<file path="src/design/orl_pkg.sv">
// ----------------------------------------------------------------------------
// orl_pkg
// Shared types and constants for the ordered record list unit: action and
// status codes, item and result payloads, cell command and FSM state.
// ----------------------------------------------------------------------------
package orl_pkg;

    localparam int CAPACITY_DEF = 32;
    localparam int IDX_MAX_W    = 6;   // index width at the largest capacity
    localparam int CNT_MAX_W    = 7;   // count width at the largest capacity
    localparam int MAX_RESULTS  = 32;  // list all stops after this many records

    localparam logic [5:0] CAP_RESET = 6'd32;

    typedef enum logic [2:0] {
        ACT_INSERT = 3'd0,
        ACT_DELETE = 3'd1,
        ACT_SEARCH = 3'd2,
        ACT_UPDATE = 3'd3,
        ACT_READ   = 3'd4,
        ACT_CLEAR  = 3'd5,
        ACT_LIST   = 3'd6
    } action_t;

    typedef enum logic [1:0] {
        ST_OK        = 2'd0,
        ST_BAD_POS   = 2'd1,
        ST_FULL      = 2'd2,
        ST_NOT_FOUND = 2'd3
    } status_t;

    typedef struct packed {
        action_t     action;
        logic [5:0]  position;
        logic [63:0] lookup_key;
        logic [63:0] new_name;
        logic [63:0] new_ident;
    } item_t;

    typedef struct packed {
        logic [1:0]  status;
        logic [4:0]  found_index;
        logic [63:0] record_name;
        logic [63:0] record_ident;
        logic [5:0]  record_count;
        logic        last_of_run;
    } result_t;

    typedef struct packed {
        logic [63:0] name;
        logic [63:0] ident;
    } cell_data_t;

    typedef enum logic [1:0] {
        CELL_HOLD   = 2'd0,
        CELL_INSERT = 2'd1,
        CELL_DELETE = 2'd2,
        CELL_WRITE  = 2'd3
    } cell_op_t;

    typedef struct packed {
        cell_op_t               op;
        logic [IDX_MAX_W-1:0]   target;
        cell_data_t             wr;
        logic                   cmp_en;
        logic [63:0]            key;
        logic [CNT_MAX_W-1:0]   count;
    } cell_cmd_t;

    typedef enum logic [1:0] {
        S_IDLE = 2'd0,
        S_EXEC = 2'd1,
        S_LIST = 2'd2
    } state_t;

endpackage

</file>
<file path="src/design/orl_cell.sv">
// ----------------------------------------------------------------------------
// orl_cell
// One list slot. Holds a record, compares it against a broadcast key and
// takes data from its left neighbor (insert) or right neighbor (delete).
// ----------------------------------------------------------------------------
module orl_cell #(
    parameter int INDEX = 0
) (
    input  logic                clk,
    input  logic                rst_n,
    input  orl_pkg::cell_cmd_t  cmd,
    input  orl_pkg::cell_data_t left,
    input  orl_pkg::cell_data_t right,
    output orl_pkg::cell_data_t data,
    output logic                match
);

    localparam int IW = orl_pkg::IDX_MAX_W;
    localparam int CW = orl_pkg::CNT_MAX_W;
    localparam logic [IW-1:0] MY_IDX = IW'(INDEX);

    orl_pkg::cell_data_t data_reg;
    orl_pkg::cell_data_t data_next;
    logic                match_reg;
    logic                match_next;

    always_comb
    begin
        match_next = cmd.cmp_en && (CW'(MY_IDX) < cmd.count) &&
                     ((data_reg.name == cmd.key) || (data_reg.ident == cmd.key));

        data_next = data_reg;
        case (cmd.op)
            orl_pkg::CELL_INSERT:
            begin
                if (MY_IDX == cmd.target)
                    data_next = cmd.wr;
                else if (MY_IDX > cmd.target)
                    data_next = left;
            end
            orl_pkg::CELL_DELETE:
            begin
                if (MY_IDX >= cmd.target)
                    data_next = right;
            end
            orl_pkg::CELL_WRITE:
            begin
                if (MY_IDX == cmd.target)
                    data_next = cmd.wr;
            end
            default:
            begin
                data_next = data_reg;
            end
        endcase
    end

    always_ff @(posedge clk or negedge rst_n)
    begin
        if (!rst_n)
            match_reg <= 1'b0;
        else
            match_reg <= match_next;
    end

    always_ff @(posedge clk)
    begin
        data_reg <= data_next;
    end

    assign data  = data_reg;
    assign match = match_reg;

endmodule

</file>
<file path="config.mk">
export PLATFORM = sky130hd
export DESIGN_NAME = orl_cell
export DESIGN_NICKNAME = d
export VERILOG_FILES = /design/src/design/orl_pkg.sv /design/src/design/orl_cell.sv
export SDC_FILE = /design/constraint.sdc
export NUM_CORES = 1
export LEC_CHECK = 0
export ABC_AREA = 1
export BUFFER_PORTS_ARGS = -buffer_cell sky130_fd_sc_hd__buf_4
export CORE_AREA = 2 2 229 231
export DETAILED_ROUTE_END_ITERATION = 7
export DIE_AREA = 0 0 231 233
export SKIP_LAST_GASP = 1
export SYNTH_ARGS = -nofsm -noshare
export SYNTH_HDL_FRONTEND = slang
export SYNTH_SLANG_ARGS = --single-unit
</file>
<file path="constraint.sdc">
create_clock -name clk -period 3.35 [get_ports clk]
set_input_delay 0.335 -clock clk [delete_from_list [all_inputs] [get_ports clk]]
set_output_delay 0.335 -clock clk [all_outputs]
set_load 0.01 [all_outputs]
</file>
==> impl_metrics.json <==
{
  "start_util_pct": 19.66,
  "critPathMaxFanout": 62,
  "die_x_um": 231,
  "syn-cell-area_um2": 10040,
  "htreeDepth": 4,
  "slew_headroom_pct": 48.08,
  "cts_sinks": 129,
  "grt_usage_pct": 19.65,
  "yosys.area_share.adder_pct": 0,
  "fillers": 5521,
  "root_buffer": "clkbuf_16",
  "yosys.area_share.simple_pct": 31.22,
  "io_buffer_count": 594,
  "wl_per_cell_um": 20.67,
  "dp.cells": 2602,
  "core_um2": 51090,
  "vias": 12240,
  "synth_cell_type_count": 21,
  "outcome": "finished clean",
  "tns_ps": 0,
  "drtAntennaViolNets": 0,
  "grt_pass1_vias": 11780,
  "cap_violations": 0,
  "p_sw_w": 0.001397,
  "fin_skew_ps": 12.57,
  "cts-resized-gates": 0,
  "largest_register_ffs": 128,
  "ctsLongestPathBuffers": 2,
  "area_growth_pct": 56.07,
  "nets": 2408,
  "grt_pass1_wl_mm": 77.24,
  "overflow": 0,
  "leakagePower_nw": 7.011,
  "combPwrFrac_pct": 21.9,
  "drive_above_1_share_pct": 33.30,
  "synthMuxAreaShare_pct": 0,
  "drv_slew": 0,
  "critPathArrivalTime_ps": 2340,
  "pin_count": 595,
  "holdWs_ps": 168.3,
  "antenna_found_initial": 5,
  "dp_hpwl_mm": 42.46,
  "syn-num-nets": 1875,
  "avgSynthCellArea_um2": 7.128,
  "wl_mm": 54.48,
  "ys_warn_count": 0,
  "required_ps": 3680,
  "drt-initial-drc-count": 915,
  "period_share_pct": 60.04,
  "synth_seq_area_share_pct": 38.52,
  "power.total_w": 0.004786,
  "synth_seq_cells": 129,
  "internal_power_w": 0.003389,
  "n_antenna_cell": 0,
  "crit_path_end_kind": "flip-flop",
  "instances_no_fill": 2635,
  "clk_latency_ps": 490,
  "cts_made_buffers": 17,
  "cts_tree": "done",
  "peakVddDrop_v": 0.0004159,
  "layout_setup_ws_ps": 1339,
  "synth-xor-area-share_pct": 4.447,
  "netlist_instances": 1409,
  "rsz0062_at_grt": "false",
  "p_clk_share_pct": 39.8,
  "max_freq_mhz": 497.2,
  "final_cell_mix": "buf_4 (604), nand3_1 (256), nand2_1 (244)",
  "switching_share_pct": 29.19,
  "grt_max_degree": 137,
  "clk_pin_slew_ps": 60,
  "finalHoldViolations": 0,
  "die-area_um2": 53820,
  "dr.pass1.iters": 6,
  "final_common_cell": "buf_4",
  "pwr_density_cell_nw_per_um2": 305.3,
  "pre_cts_ws_ps": 875.7,
  "finalSetupViolations": 0,
  "globalplace.congestion": 0.9289,
  "via_per_inst": 4.645,
  "die_y_um": 233,
  "synth_compound_area_share_pct": 16.12,
  "tightestPinTransition_ps": 778.9,
  "crit_path_start_kind": "primary input",
  "crit_type": "in2reg",
  "pwr-share-seq_pct": 38.3,
  "synth_top_family_by_area": "simple AND/OR/NAND/NOR gates",
  "layout_min_cycle_time_ps": 2011,
  "fp-row-count": 83,
  "min_path_type": "in2async",
  "drcViolationCount": 0
}
-- per-stage QoR --
step	util (%)	instance area (um^2)
global placement	29.56	15100
global route	30.68	15680
detailed placement	29.56	15100
finish	30.68	15680
floorplan	-	10070
CTS	30.68	15680
-- area by class of cell --
type / count / area, um^2 / area share (%)
clock buffers: 17 / 425.4 / 2.714
clock inverters: 15 / 135.1 / 0.8621
inverters: 123 / 469.2 / 2.993
multi-input cells: 1058 / 5228 / 33.35
flip-flops and latches: 129 / 3869 / 24.68
well taps: 680 / 850.8 / 5.428
repair buffers: 613 / 4698 / 29.97
-- power by group through the flow --
stage	registers [W]	logic, W	clock network [W]
after detailed placement	0.00187	0.00105	0
after global placement	0.00187	0.00103	0
after global routing	0.00183	0.00115	0.00200
after CTS	0.00183	0.00105	0.00196
final	0.00183	0.00105	0.00191
after floorplan	0.00186	0.000404	0
-- per-layer routing --
layer | track usage (%) | vias to the layer above | routed length [um]
met4 | 6.956 | 4 | 1194
met5 | 0 | - | 31
met1 | 25.01 | 5708 | 23020
li1 | - | 5881 | -
met2 | 32.39 | 583 | 26150
met3 | 4.620 | 63 | 4075
-- what timing repair did --
item / CTS / global route
hold endpoints to repair: 1 / 0
setup endpoints to repair: 0 / 0
hold buffers: 1 / 0
buffers inserted: 0 / 0
-- cell usage after synthesis --
library cell,instances,area share (%)
clkbuf_1,37,1.4
o211ai_1,128,9.6
o21ai_1,120,6.0
buf_1,14,0.52
nor2_1,246,9.2
dfrtp_1,1,0.25
buf_6,12,1.3
xor2_1,51,4.4
clkbuf_2,1,0.050
nand3_1,256,13
inv_1,121,4.5
buf_2,33,1.6
o21ai_0,8,0.40
inv_2,2,0.075
a21oi_1,2,0.10
nor3_1,1,0.050
nand3_2,1,0.10
buf_4,2,0.15
nand2_1,244,9.1
o31ai_1,1,0.075
edfxtp_1,128,38
-- cell families (layout without fill, tap and decap cells) --
logic type,Yosys count,in the layout
buffers and inverters,222,768
xor gates and xnor gates,51,51
and+or+nand+nor,748,748
DFF,129,129
AOI/OAI and AO/OA,259,259
-- critical path, stage by stage --
cell      delay, ps
clkbuf_8        250
inv_4           450
buf_4           610
o21ai_0         250
o211ai_1        220
-- final timing paths --
kind / startpoint / slack [ps] / end / cells after the start
max: cmd[207] / 1340 / data[43] / 5
min: rst_n / 170 / match / 2
max reg2reg: data[22] / 1510 / match / 9
min reg2reg: data[31] / 1010 / match / 8
max in group asynchronous: rst_n / 3090 / match / 2
min in group clk: cmd[88] / 170 / data[16] / 3
Power figures use the tool's default switching activity.
